===== config.mk =====
export PLATFORM = sky130hd
export DESIGN_NAME = pipc_edge_update
export DESIGN_NICKNAME = d
export VERILOG_FILES = /design/src/hw/rtl/pipc_pkg.sv /design/src/hw/rtl/pipc_edge_update.sv
export SDC_FILE = /design/constraint.sdc
export NUM_CORES = 1
export LEC_CHECK = 0
export ABC_AREA = 1
export BUFFER_PORTS_ARGS = -buffer_cell sky130_fd_sc_hd__buf_4
export CORE_AREA = 8 8 45 47
export DETAILED_ROUTE_END_ITERATION = 7
export DIE_AREA = 0 0 53 55
export SLEW_MARGIN = 15
export SYNTH_ARGS = -nofsm -noshare
export SYNTH_HDL_FRONTEND = slang
export SYNTH_SLANG_ARGS = --single-unit

===== constraint.sdc =====
create_clock -name vclk -period 2.3
set_input_delay 0.345 -clock vclk [all_inputs]
set_output_delay 0.345 -clock vclk [all_outputs]
set_load 0.03 [all_outputs]

===== src/hw/rtl/pipc_pkg.sv =====
// ============================================================================
// pipc_pkg
// Shared types and constants for the point-in-polygon crossing test block.
// ============================================================================
package pipc_pkg;

    // Coordinate widths, degrees times ten million.
    localparam int LAT_W      = 31;
    localparam int LON_W      = 32;

    // Configuration port geometry.
    localparam int CFG_DATA_W = 32;
    localparam int CFG_IDX_W  = 2;

    // Configuration register indexes.
    localparam logic [CFG_IDX_W-1:0] CFG_TEST_LAT     = 2'd0;
    localparam logic [CFG_IDX_W-1:0] CFG_TEST_LON     = 2'd1;
    localparam logic [CFG_IDX_W-1:0] CFG_EXCLUDE_MODE = 2'd2;

    // Crossing flag bit positions.
    localparam int FLAG_W           = 7;
    localparam int FLAG_INSIDE      = 0;
    localparam int FLAG_LIMBO       = 1;
    localparam int FLAG_LIMBO_UP    = 2;
    localparam int FLAG_LIMBO_BEGIN = 3;
    localparam int FLAG_BEGIN_UP    = 4;
    localparam int FLAG_BEGIN_HOR   = 5;
    localparam int FLAG_UP          = 6;

    typedef logic [FLAG_W-1:0] flags_t;

    // One polygon vertex item.
    typedef struct packed {
        logic signed [LAT_W-1:0] vertex_lat;
        logic signed [LON_W-1:0] vertex_lon;
        logic                    restart;
    } vertex_t;

    // One result item.
    typedef struct packed {
        logic inside_res;
        logic keep;
        logic closed;
        logic unresolved;
    } result_t;

    // Edge classification handed to the flag update logic.
    typedef struct packed {
        logic a1_eq;   // previous vertex latitude equals test latitude
        logic a1_lt;   // previous vertex latitude below test latitude
        logic a2_eq;   // current vertex latitude equals test latitude
        logic a2_lt;   // current vertex latitude below test latitude
        logic o1_gt;   // previous vertex longitude right of test longitude
        logic o2_gt;   // current vertex longitude right of test longitude
        logic right;   // diagonal edge crosses the ray right of the test point
        logic first;   // first edge of the polygon
        logic last;    // edge that closes the polygon
    } edge_cmp_t;

endpackage


===== src/hw/rtl/pipc_edge_update.sv =====
// ============================================================================
// pipc_edge_update
// Crossing flag update for one polygon edge against the horizontal test ray.
// ============================================================================
module pipc_edge_update
    import pipc_pkg::*;
(
    input  flags_t    flags_in,
    input  edge_cmp_t cmp,
    output flags_t    flags_out
);

    flags_t s;

    always_comb
    begin
        s = flags_in;
        if (cmp.a1_eq)
        begin
            // Edge starts on the ray line.
            if (cmp.a2_lt)
            begin
                // Leaves downward.
                if (s[FLAG_LIMBO])
                begin
                    if (s[FLAG_LIMBO_UP])
                    begin
                        s[FLAG_INSIDE] = ~s[FLAG_INSIDE];
                    end
                    s[FLAG_LIMBO]    = 1'b0;
                    s[FLAG_LIMBO_UP] = 1'b0;
                end
                else if (s[FLAG_LIMBO_BEGIN])
                begin
                    if (s[FLAG_BEGIN_HOR])
                    begin
                        s[FLAG_BEGIN_HOR] = 1'b0;
                    end
                    else if (cmp.last)
                    begin
                        if (s[FLAG_BEGIN_UP])
                        begin
                            s[FLAG_INSIDE] = ~s[FLAG_INSIDE];
                        end
                        s[FLAG_LIMBO_BEGIN] = 1'b0;
                        s[FLAG_BEGIN_UP]    = 1'b0;
                    end
                end
                else if (cmp.first && cmp.o1_gt)
                begin
                    s[FLAG_LIMBO_BEGIN] = 1'b1;
                end
            end
            else if (cmp.a2_eq)
            begin
                // Horizontal edge along the ray line.
                if (cmp.first && (cmp.o1_gt || cmp.o2_gt))
                begin
                    s[FLAG_LIMBO_BEGIN] = 1'b1;
                    s[FLAG_BEGIN_HOR]   = 1'b1;
                end
                else if (cmp.last && s[FLAG_LIMBO_BEGIN] && s[FLAG_LIMBO])
                begin
                    if (s[FLAG_LIMBO_UP] != s[FLAG_BEGIN_UP])
                    begin
                        s[FLAG_INSIDE] = ~s[FLAG_INSIDE];
                    end
                    s[FLAG_LIMBO]       = 1'b0;
                    s[FLAG_LIMBO_UP]    = 1'b0;
                    s[FLAG_LIMBO_BEGIN] = 1'b0;
                    s[FLAG_BEGIN_UP]    = 1'b0;
                end
                else if (s[FLAG_LIMBO])
                begin
                    s = s;
                end
                else if (!cmp.o1_gt && cmp.o2_gt)
                begin
                    if (s[FLAG_UP])
                    begin
                        s[FLAG_UP]       = 1'b0;
                        s[FLAG_LIMBO_UP] = 1'b1;
                    end
                    s[FLAG_LIMBO] = 1'b1;
                end
            end
            else
            begin
                // Leaves upward.
                if (s[FLAG_LIMBO])
                begin
                    if (!s[FLAG_LIMBO_UP])
                    begin
                        s[FLAG_INSIDE] = ~s[FLAG_INSIDE];
                    end
                    s[FLAG_LIMBO]    = 1'b0;
                    s[FLAG_LIMBO_UP] = 1'b0;
                end
                else if (s[FLAG_LIMBO_BEGIN])
                begin
                    if (s[FLAG_BEGIN_HOR])
                    begin
                        s[FLAG_BEGIN_HOR] = 1'b0;
                        s[FLAG_BEGIN_UP]  = 1'b1;
                    end
                    else if (cmp.last)
                    begin
                        if (!s[FLAG_BEGIN_UP])
                        begin
                            s[FLAG_INSIDE] = ~s[FLAG_INSIDE];
                        end
                        s[FLAG_LIMBO_BEGIN] = 1'b0;
                        s[FLAG_BEGIN_UP]    = 1'b0;
                    end
                end
                else if (cmp.first && cmp.o1_gt)
                begin
                    s[FLAG_LIMBO_BEGIN] = 1'b1;
                    s[FLAG_BEGIN_UP]    = 1'b1;
                end
            end
            s[FLAG_UP] = 1'b0;
        end
        else if (cmp.a2_eq)
        begin
            // Edge ends on the ray line.
            if (cmp.a1_lt)
            begin
                if (cmp.last)
                begin
                    if (s[FLAG_BEGIN_UP])
                    begin
                        s[FLAG_INSIDE] = ~s[FLAG_INSIDE];
                    end
                    s[FLAG_LIMBO_BEGIN] = 1'b0;
                    s[FLAG_BEGIN_UP]    = 1'b0;
                end
                else if (cmp.o2_gt)
                begin
                    s[FLAG_LIMBO] = 1'b1;
                end
            end
            else
            begin
                if (cmp.last)
                begin
                    if (!s[FLAG_BEGIN_UP])
                    begin
                        s[FLAG_INSIDE] = ~s[FLAG_INSIDE];
                    end
                    s[FLAG_LIMBO_BEGIN] = 1'b0;
                    s[FLAG_BEGIN_UP]    = 1'b0;
                end
                else if (cmp.o2_gt)
                begin
                    s[FLAG_LIMBO]    = 1'b1;
                    s[FLAG_LIMBO_UP] = 1'b1;
                end
                else
                begin
                    s[FLAG_UP] = 1'b1;
                end
            end
        end
        else if (cmp.a1_lt != cmp.a2_lt)
        begin
            // Edge passes strictly through the ray line.
            if (cmp.o1_gt && cmp.o2_gt)
            begin
                s[FLAG_INSIDE] = ~s[FLAG_INSIDE];
            end
            else if ((cmp.o1_gt || cmp.o2_gt) && cmp.right)
            begin
                s[FLAG_INSIDE] = ~s[FLAG_INSIDE];
            end
        end
        flags_out = s;
    end

endmodule


==> results of run 1 <==
## layout make-up
class                           count  area share [%]
Multi-Input combinational cell     83            60.7
Timing Repair Buffer               23            26.4
Inverter                           17            9.77
Tap cell                           16            3.07
## routing by layer
| layer | vias up | GRT usage (%) | wire length [µm] |
|---|---|---|---|
| li1 | 376 | - | - |
| met1 | 298 | 13.3 | 756 |
| met2 | 18 | 19.1 | 731 |
| met3 | 2 | 1.60 | 82 |
| met4 | 0 | 1.72 | 19 |
| met5 | - | 0 | 0 |
## worst max-delay path, stage by stage
cell                      delay, ns
sky130_fd_sc_hd__buf_4         0.11
sky130_fd_sc_hd__inv_2         0.04
sky130_fd_sc_hd__nor2_1        0.19
sky130_fd_sc_hd__nor2_1        0.09
sky130_fd_sc_hd__a31oi_1       0.15
sky130_fd_sc_hd__nand3_1       0.09
sky130_fd_sc_hd__nor2_1        0.09
sky130_fd_sc_hd__nor2_1        0.04
sky130_fd_sc_hd__buf_4         0.16
## power by group through the flow
stage               sequential (mW)  combinational, mW  clock (mW)
finish                            0              0.148           0
global route                      0              0.162           0
CTS                               0              0.148           0
detailed placement                0              0.148           0
global placement                  0              0.149           0
floorplan                         0             0.0846           0
## placed cells by master (no fill, tap or decap)
master / count
sky130_fd_sc_hd__xor2_1: 1
sky130_fd_sc_hd__nor3_1: 1
sky130_fd_sc_hd__nand2_2: 1
sky130_fd_sc_hd__a21oi_1: 7
sky130_fd_sc_hd__nor2_2: 2
sky130_fd_sc_hd__nand2_1: 28
sky130_fd_sc_hd__inv_1: 11
sky130_fd_sc_hd__o221ai_1: 1
sky130_fd_sc_hd__nand4_1: 1
sky130_fd_sc_hd__nor2_1: 16
sky130_fd_sc_hd__o211ai_1: 1
sky130_fd_sc_hd__o21ai_0: 2
sky130_fd_sc_hd__o21ai_1: 4
sky130_fd_sc_hd__inv_2: 6
sky130_fd_sc_hd__or2_1: 1
sky130_fd_sc_hd__o211ai_2: 1
sky130_fd_sc_hd__o21ai_2: 1
sky130_fd_sc_hd__a21boi_0: 1
sky130_fd_sc_hd__a31oi_1: 2
sky130_fd_sc_hd__a22o_1: 1
sky130_fd_sc_hd__buf_4: 23
sky130_fd_sc_hd__nand3_1: 11
## worst paths after layout
kind | end | start | cells after the start
max | flags_out[0] | flags_in[3] | 9
min | flags_out[6] | cmp[8] | 3
## logic make-up (layout without fill, tap and decap cells)
kind of cell,count (synthesis),count (layout),share of synthesized area [%]
AOI/OAI and AO/OA,21,21,28.5
buffers and inverters,17,40,13.9
and+or+nand+nor,61,61,55.7
xor gates and xnor gates,1,1,1.90
==> summary.txt, run 1 <==
Cells and area
  – Share of post-route cells with drive strength above 1: 27.6%
  – Final standard cell count with taps included and fillers excluded: 139
  – Number of diodes added for antenna fixing: 0
  – Count of sequential standard cells: 0
  – Layout Cell Area excl Fill: 653 µm²
  – Fill cells: ~170
  – Final nets: ~140
  – Count of clock-net buffers in the final layout: 0
  – Total area of multi-input combinational cells: 397 µm²
  – Post-Route Utilization: 47.2%
  – Seq. cell area: 0 µm²
  – Synthesis-to-layout area growth: 41.8%

STA
  – Final hold slack: between 0.9 and 1 ns
  – RSZ-0062 raised after global routing: no
  – Worst Tran Pin Value: ~0.33 ns
  – Final Cycle Share: 72.4%
  – Minimum clock period: 1.66 ns
  – Least setup slack across all paths after layout: around 0.64 ns
  – Final slew viol count: 0
  – Final setup vio count: 0
  – Upper clock frequency limit: 601 MHz
  – Tightest slew margin relative to the limit: 78.0%
  – Fin Setup TNS: 0 ns
  – Final Hold Viols: 0

Place
  – Input/output buffers: 23
  – Estimated wirelength of the detail-placed design: between 1 and 1.5 mm
  – Last weighted congestion value of the routability-driven placer: roughly 0.89
  – Pre-CTS setup slack: between 0.6 and 0.7 ns
  – Cell count after placement: ~140
  – Placed cell areas: approximately 650 µm²

Floorplanning
  – Placeable core area: roughly 1400 µm²
  – Total Die Area: approximately 3000 µm²
  – Initial Utilization: 33.3%
  – Horizontal extent of the die: ~53 µm
  – I/O Pins: 23
  – Vertical die dimension: about 55 µm
  – FP Rows: 14

Global routing
  – Antenna violations before repair: 0
  – Wire length of the first global-routing pass: 2.57 mm
  – Largest net degree at the start of global routing: 9
  – Via count of the first global-routing pass: 655
  – Overall Global Routing Usage: 10.7%
  – Total overflow reported by the global router: 0

Worst setup path
  – Crit path launch type: primary input
  – Worst-path maximum fanout: 5
  – Critical path start-end classification: primary input to output port
  – Crit end category: output port
  – Arrival time of the worst setup path: about 1.3 ns
  – Endpoint required time on the critical path: between 1.5 and 2 ns

Drt
  – DRC violations left: 0
  – Routed len/inst: between 10 and 15 µm
  – Routed wire length: ~1.6 mm
  – Detail-routed via count per cell: roughly 5
  – Iteration-0 DRC count of the detailed router: 5
  – Number of antenna-violating nets in the routed design: 0
  – DR pass1 iterations: 3
  – Via count: 694

Pwr
  – Design Power: around 0.15 mW
  – Internal: 0.0590 mW
  – Sequential Power Share: 0%
  – Switching power: approximately 0.09 mW
  – Leakage power of the design: ~0.38 nW
  – Switching share of total power: 60.1%
  – Worst IR drop on VDD: between 0.08 and 0.09 mV
  – Part of the power in the clock network: 0%
  – Power per cell area: between 200 and 250 nW/µm²
  – Power share of the combinational group: between 90% and 100%

Yosys
  – Ranking of synthesized cells by area: sky130_fd_sc_hd__nand2_1, sky130_fd_sc_hd__nor2_1, sky130_fd_sc_hd__nand3_1
  – Most frequent cell after synthesis: sky130_fd_sc_hd__nand2_1
  – Synthesis warning total: 0
  – Sequential area share after synthesis: 0%
  – Cell type with the highest aggregate area in the netlist: sky130_fd_sc_hd__nand2_1
  – Synth Instances: 100
  – Post-synthesis instance area: about 460 µm²
  – Synth top area share: a little under a quarter
  – Post-Synthesis Mean Instance Area: ~4.6 µm²
  – Synth Net Count: 116
  – Top post-synthesis cells by count: sky130_fd_sc_hd__nand2_1, sky130_fd_sc_hd__nor2_1, sky130_fd_sc_hd__inv_1, sky130_fd_sc_hd__nand3_1, sky130_fd_sc_hd__a21oi_1
  – Count of distinct cell types in the synthesized netlist: 21

Clock network
  – Post-cts gate resize count: 0
  – CTS Hold Bufs: 0
  – Post-CTS setup buffers: 0

Run status
  – Run status: finished, final reports clean

Run
  – Max-cap viol count: 0

Worst hold path
  – Type of the worst min-delay path: primary input to output port
Power figures use the tool's default switching activity.
==> run 2: changes to the inputs <==
==> constraint.sdc (replaced) <==
create_clock -name vclk -period 1.55
set_input_delay 0.2325 -clock vclk [all_inputs]
set_output_delay 0.2325 -clock vclk [all_outputs]
set_load 0.03 [all_outputs]
==> run 2 against run 1 <==
  * Non-clock buffer count grew 1
  * Cell area grew 2.1%
  * Power grew 52%
  * Utilization grew 0.99 points
  * First-iteration DRC count grew to 2.6 times the previous value
  * Cell count grew 0.72%
  * Routed wire length grew 4.8%
  * Sequential cell count is the same
  * Combinational power grew 51%
==> summary.txt, run 2 (same netlist as run 1, synthesis figures left out) <==
Cells and area
  – Count of clock-net buffers in the final layout: 0 (unchanged)
  – Commonest cells after routing, fill and taps aside: sky130_fd_sc_hd__nand2_1, sky130_fd_sc_hd__buf_4, sky130_fd_sc_hd__nor2_1
  – Seq. cell area: 0 µm² (unchanged)
  – Layout Cell Area excl Fill: 667 µm² (+2.1%)
  – Share of post-route cells with drive strength above 1: 29.0% (+1.4 points)
  – Number of diodes added for antenna fixing: 0 (unchanged)
  – Synthesis-to-layout area growth: 44.8%
  – Fill cells: 166 (-4.6%)
  – Final nets: 142 (+0.71%)
  – Count of sequential standard cells: 0 (unchanged)
  – Most common cell after layout, fill and taps aside: sky130_fd_sc_hd__nand2_1

Global routing
  – Via count of the first global-routing pass: 694 (+6.0%)
  – Antenna violations before repair: 0 (unchanged)
  – Overall Global Routing Usage: 11.3% (+0.65 points)
  – Wire length of the first global-routing pass: 2.73 mm (+6.2%)
  – Largest net degree at the start of global routing: 9 (unchanged)
  – Total overflow reported by the global router: 0 (unchanged)

Pwr
  – Worst IR drop on VDD: 0.137 mV (+61%)
  – Switching power: 0.134 mW (+51%)
  – Power share of the combinational group: 100.0% (about the same)
  – Design Power: 0.224 mW (+52%)
  – Part of the power in the clock network: 0% (unchanged)
  – Internal: 0.0896 mW (+52%)
  – Sequential Power Share: 0% (unchanged)
  – Power per cell area: 336 nW/µm² (+48%)
  – Leakage power of the design: 0.381 nW (+1.7%)
  – Switching share of total power: 60.0% (-0.081 points)

Worst setup path
  – Endpoint required time on the critical path: 1.32 ns (-0.64 ns)
  – Crit end category: output port
  – Critical-path top delay cell: sky130_fd_sc_hd__a21boi_2
  – Critical path start-end classification: primary input to output port
  – Worst-path cell chain: buf_4, inv_4, nand2_2, nand3_1, nand4_1, a21boi_2, nor2_1, nor2_1, buf_4
  – Worst-path maximum fanout: 6 (+1)
  – Delay contributed by the slowest stage of the critical path: 0.17 ns (-0.02 ns)
  – Family of cells with the greatest summed delay on the critical path: simple AND/OR/NAND/NOR gates
  – Number of buffers and inverters on the critical path: 3 (unchanged)
  – Arrival time of the worst setup path: 1.19 ns (-0.13 ns)
  – Crit path launch type: primary input

Floorplanning
  – I/O Pins: 23 (unchanged)
  – Total Die Area: 2920 µm² (unchanged)
  – FP Rows: 14 (unchanged)
  – Placeable core area: 1380 µm² (unchanged)
  – Horizontal extent of the die: 53 µm (unchanged)
  – Initial Utilization: 33.3% (unchanged)
  – Vertical die dimension: 55 µm (unchanged)

Drt
  – Via count: 737 (+6.2%)
  – Routed len/inst: 11.9 µm (+4.0%)
  – Number of antenna-violating nets in the routed design: 0 (unchanged)
  – Routed wire length: 1.67 mm (+4.8%)
  – DRC violations left: 0 (unchanged)
  – Detail-routed via count per cell: 5.26 (+5.4%)
  – Iteration-0 DRC count of the detailed router: 13 (+8)
  – DR pass1 iterations: 4 (+1)

STA
  – RSZ-0062 raised after global routing: no
  – Final slew viol count: 0 (unchanged)
  – Final Cycle Share: between 90% and 100%
  – Final Hold Viols: 0 (unchanged)
  – Minimum clock period: ~1.4 ns
  – Fin Setup TNS: 0 ns (unchanged)
  – Worst Tran Pin Value: 0.276 ns (-0.0503 ns)
  – Final setup vio count: 0 (unchanged)
  – Final hold slack: 0.773 ns (-0.222 ns)
  – Upper clock frequency limit: just over 700 MHz
  – Tightest slew margin relative to the limit: 81.4% (+3.4 points)

Run
  – Max-cap viol count: 0 (unchanged)

Place
  – Input/output buffers: 23 (unchanged)
  – Last weighted congestion value of the routability-driven placer: 0.856 (-4.1%)
  – Placed cell areas: 661 µm² (+1.1%)
  – Estimated wirelength of the detail-placed design: 1.42 mm (+0.11%)

Clock network
  – Post-CTS setup buffers: 0 (unchanged)
  – Post-cts gate resize count: 0 (unchanged)
  – CTS Hold Bufs: 0 (unchanged)

Worst hold path
  – Type of the worst min-delay path: primary input to output port

Run status
  – Run status: finished, final reports clean
-- run 2: cell types whose count changed in the layout (fill, tap and decap cells not counted), sizes merged --
cell / change
buf: +1
-- run 2: cell type report --
class | count | area (µm²) | share of cell area, %
Multi-Input combinational cell | 83 | 400 | 60.0
Timing Repair Buffer | 24 | 180 | 27.0
Inverter | 17 | 66.3 | 9.94
Tap cell | 16 | 20.0 | 3.00
-- run 2: worst paths after layout --
kind,endpoint,cells past startpoint,start
worst min-delay path,flags_out[6],3,cmp[8]
worst max-delay path,flags_out[0],9,flags_in[0]
-- run 2: tightest hold or removal path, delay by kind of cell --
family / cells / cell delay [ns]
buffers and inverters: 2 / 0.27
AOI/OAI and AO/OA: 1 / 0.04
-- run 2: routing by layer --
layer	GRT usage, %	part of all wire [%]
met1	14.3	46
met3	1.07	5.8
met2	20.7	47
met5	0	0
met4	1.29	1.0
-- run 2: power groups by stage --
stage | sequential, mW | combinational, mW | clock [mW]
4_1_cts | 0 | 0.222 | 0
5_1_grt | 0 | 0.247 | 0
3_3_place_gp | 0 | 0.223 | 0
6_report | 0 | 0.224 | 0
3_5_place_dp | 0 | 0.221 | 0
2_1_floorplan | 0 | 0.125 | 0
-- run 2: metrics by stage --
stage / setup slack [ns] / std cells / util (%)
after CTS: 0.0825 / 140 / 47.7
after global placement: 0.0746 / 140 / 47.7
final: 0.129 / 140 / 48.2
after floorplan: 0.192 / 100 / -
after global routing: 0.0298 / 140 / 48.2
after detailed placement: 0.0876 / 140 / 47.7
==> run 3: changes to the inputs <==
--- a/config.mk
+++ b/config.mk
@@ -10,6 +10,7 @@
 export CORE_AREA = 8 8 45 47
 export DETAILED_ROUTE_END_ITERATION = 7
 export DIE_AREA = 0 0 53 55
+export SETUP_SLACK_MARGIN = 0.15
 export SLEW_MARGIN = 15
 export SYNTH_ARGS = -nofsm -noshare
 export SYNTH_HDL_FRONTEND = slang
==> constraint.sdc (replaced) <==
create_clock -name vclk -period 1.7
set_input_delay 0.255 -clock vclk [all_inputs]
set_output_delay 0.255 -clock vclk [all_outputs]
set_load 0.03 [all_outputs]
==> run 3 against run 2 <==
  * Critical path depth down 3
  * Critical endpoint is now flags_out[3]
  * Utilization increased by 1.3 points
  * Count of clock-buffer cells in the layout unchanged
  * Highest routed layer unchanged
  * Worst setup slack better by 0.12 ns
  * Cell area is 2.6% higher
==> summary.txt, run 3 (same netlist as run 1, synthesis figures left out) <==
Run status
  – Run status: finished, final reports clean

Global routing
  – Antenna violations before repair: 0 (unchanged)
  – Total overflow reported by the global router: 0 (unchanged)
  – Largest net degree at the start of global routing: 9 (unchanged)
  – Via count of the first global-routing pass: 655 (-5.6%)
  – Wire length of the first global-routing pass: 2.57 mm (-5.8%)
  – Overall Global Routing Usage: 10.7% (-0.65 points)

Pwr
  – Switching share of total power: 60.3% (+0.28 points)
  – Part of the power in the clock network: 0% (unchanged)
  – Internal: 0.0830 mW (-7.3%)
  – Switching power: 0.126 mW (-6.2%)
  – Worst IR drop on VDD: 0.127 mV (-7.1%)
  – Leakage power of the design: 0.374 nW (-1.9%)
  – Sequential Power Share: 0% (unchanged)
  – Power per cell area: 305 nW/µm² (-9.1%)
  – Power share of the combinational group: 100.0% (about the same)

STA
  – Final setup vio count: 0 (unchanged)
  – Worst Tran Pin Value: 0.310 ns (+0.0345 ns)
  – Tightest slew margin relative to the limit: 79.1% (-2.3 points)
  – Final Hold Viols: 0 (unchanged)
  – Final Cycle Share: around 86%
  – Final hold slack: 0.815 ns (+0.0416 ns)
  – Minimum clock period: approximately 1.5 ns
  – RSZ-0062 raised after global routing: yes
  – Upper clock frequency limit: between 600 and 700 MHz
  – Final slew viol count: 0 (unchanged)
  – Fin Setup TNS: 0 ns (unchanged)

Run
  – Max-cap viol count: 0 (unchanged)

Drt
  – Routed wire length on met3: 60 µm (-38%)
  – Routed len/inst: 11.6 µm (-2.2%)
  – Via count: 710 (-3.7%)
  – Number of antenna-violating nets in the routed design: 0 (unchanged)
  – Routed wire length: 1.62 mm (-2.9%)
  – Max layer used: met4
  – DR pass1 iterations: 4 (unchanged)
  – Routed met2 length: 768 µm (-2.0%)
  – Detail-routed via count per cell: 5.11 (-3.0%)
  – Iteration-0 DRC count of the detailed router: 15 (+2)
  – Met1 routed wirelength after detailed routing: 769 µm (+0.39%)
  – DRC violations left: 0 (unchanged)

Place
  – Input/output buffers: 23 (unchanged)
  – Placed cell areas: 653 µm² (-1.1%)
  – Cell count after placement: 139 (-0.71%)
  – Last weighted congestion value of the routability-driven placer: 0.892 (+4.3%)
  – Estimated wirelength of the detail-placed design: 1.41 mm (-0.11%)

Cells and area
  – Layout Cell Area excl Fill: 684 µm² (+2.6%)
  – Seq. cell area: 0 µm² (unchanged)
  – Total area of multi-input combinational cells: 425 µm² (+6.3%)
  – Final standard cell count with taps included and fillers excluded: 139 (-0.71%)
  – Count of sequential standard cells: 0 (unchanged)
  – Share of post-route cells with drive strength above 1: 33.3% (+4.3 points)
  – Commonest cells after routing, fill and taps aside: sky130_fd_sc_hd__nand2_1, sky130_fd_sc_hd__buf_4, sky130_fd_sc_hd__nor2_1
  – Fill cells: 175 (+5.4%)
  – Most common cell after layout, fill and taps aside: sky130_fd_sc_hd__nand2_1
  – Final nets: 141 (-0.70%)
  – Count of clock-net buffers in the final layout: 0 (unchanged)
  – Number of diodes added for antenna fixing: 0 (unchanged)
  – Synthesis-to-layout area growth: 48.6%

Worst setup path
  – Critical path start-end classification: primary input to output port
  – Worst-path maximum fanout: 4 (-2)
  – Crit end category: output port
  – Endpoint required time on the critical path: 1.44 ns (+0.12 ns)
  – Launching instance or port of the critical path: cmp[4]
  – Crit path launch type: primary input
  – Delay contributed by the slowest stage of the critical path: 0.28 ns (+0.11 ns)
  – Most numerous cell on the critical path: sky130_fd_sc_hd__buf_4
  – Family of cells with the greatest summed delay on the critical path: compound AO/OA/AOI/OAI gates
  – Arrival time of the worst setup path: 1.20 ns (about the same)
  – Number of buffers and inverters on the critical path: 3 (unchanged)
  – Worst-path cell chain: buf_4, inv_1, o21ai_0, o211ai_1, o211ai_2, buf_4
  – Critical-path top delay cell: sky130_fd_sc_hd__o21ai_0

Worst hold path
  – Start point of the worst hold path: cmp[8]
  – Type of the worst min-delay path: primary input to output port

Clock network
  – CTS Hold Bufs: 0 (unchanged)
  – Post-CTS setup buffers: 0 (unchanged)

Floorplanning
  – Vertical die dimension: 55 µm (unchanged)
  – Total Die Area: 2920 µm² (unchanged)
  – Placeable core area: 1380 µm² (unchanged)
  – FP Rows: 14 (unchanged)
  – Initial Utilization: 33.3% (unchanged)
  – I/O Pins: 23 (unchanged)
  – Horizontal extent of the die: 53 µm (unchanged)
[run 3: through the flow]
step	setup slack, ns	util [%]	total power, mW
after floorplan	0.297	-	0.114
after global placement	0.214	47.2	0.201
after detailed placement	0.219	47.2	0.200
after CTS	0.215	47.2	0.201
after global routing	0.122	49.5	0.229
final	0.246	49.5	0.209
[run 3: path summary, 6_finish.rpt]
kind / to / slack [ns] / cells past startpoint
setup / recovery: flags_out[3] / 0.25 / 6
hold / removal: flags_out[6] / 0.81 / 3
[run 3: final cells by class]
type,instances,area share (%)
Timing Repair Buffer,23,25.2
Multi-Input combinational cell,83,62.2
Tap cell,16,2.93
Inverter,17,9.69
[run 3: power by group through the flow]
stage | Clock, mW | Combinational [mW] | Sequential [mW]
6_report | 0 | 0.209 | 0
5_1_grt | 0 | 0.229 | 0
4_1_cts | 0 | 0.201 | 0
3_5_place_dp | 0 | 0.200 | 0
3_3_place_gp | 0 | 0.201 | 0
2_1_floorplan | 0 | 0.114 | 0
[run 3: metal layers]
metal  vias to the layer above  GRT usage, %
met3                         2          1.60
li1                        377             -
met2                        16          19.1
met4                         0          1.72
met5                         -             0
met1                       315          13.3
[run 3: timing repair]
item / CTS / global route
endpoints found under the setup margin: 0 / 4
resized for setup: 0 / 10
hold endpoints to repair: 0 / 0
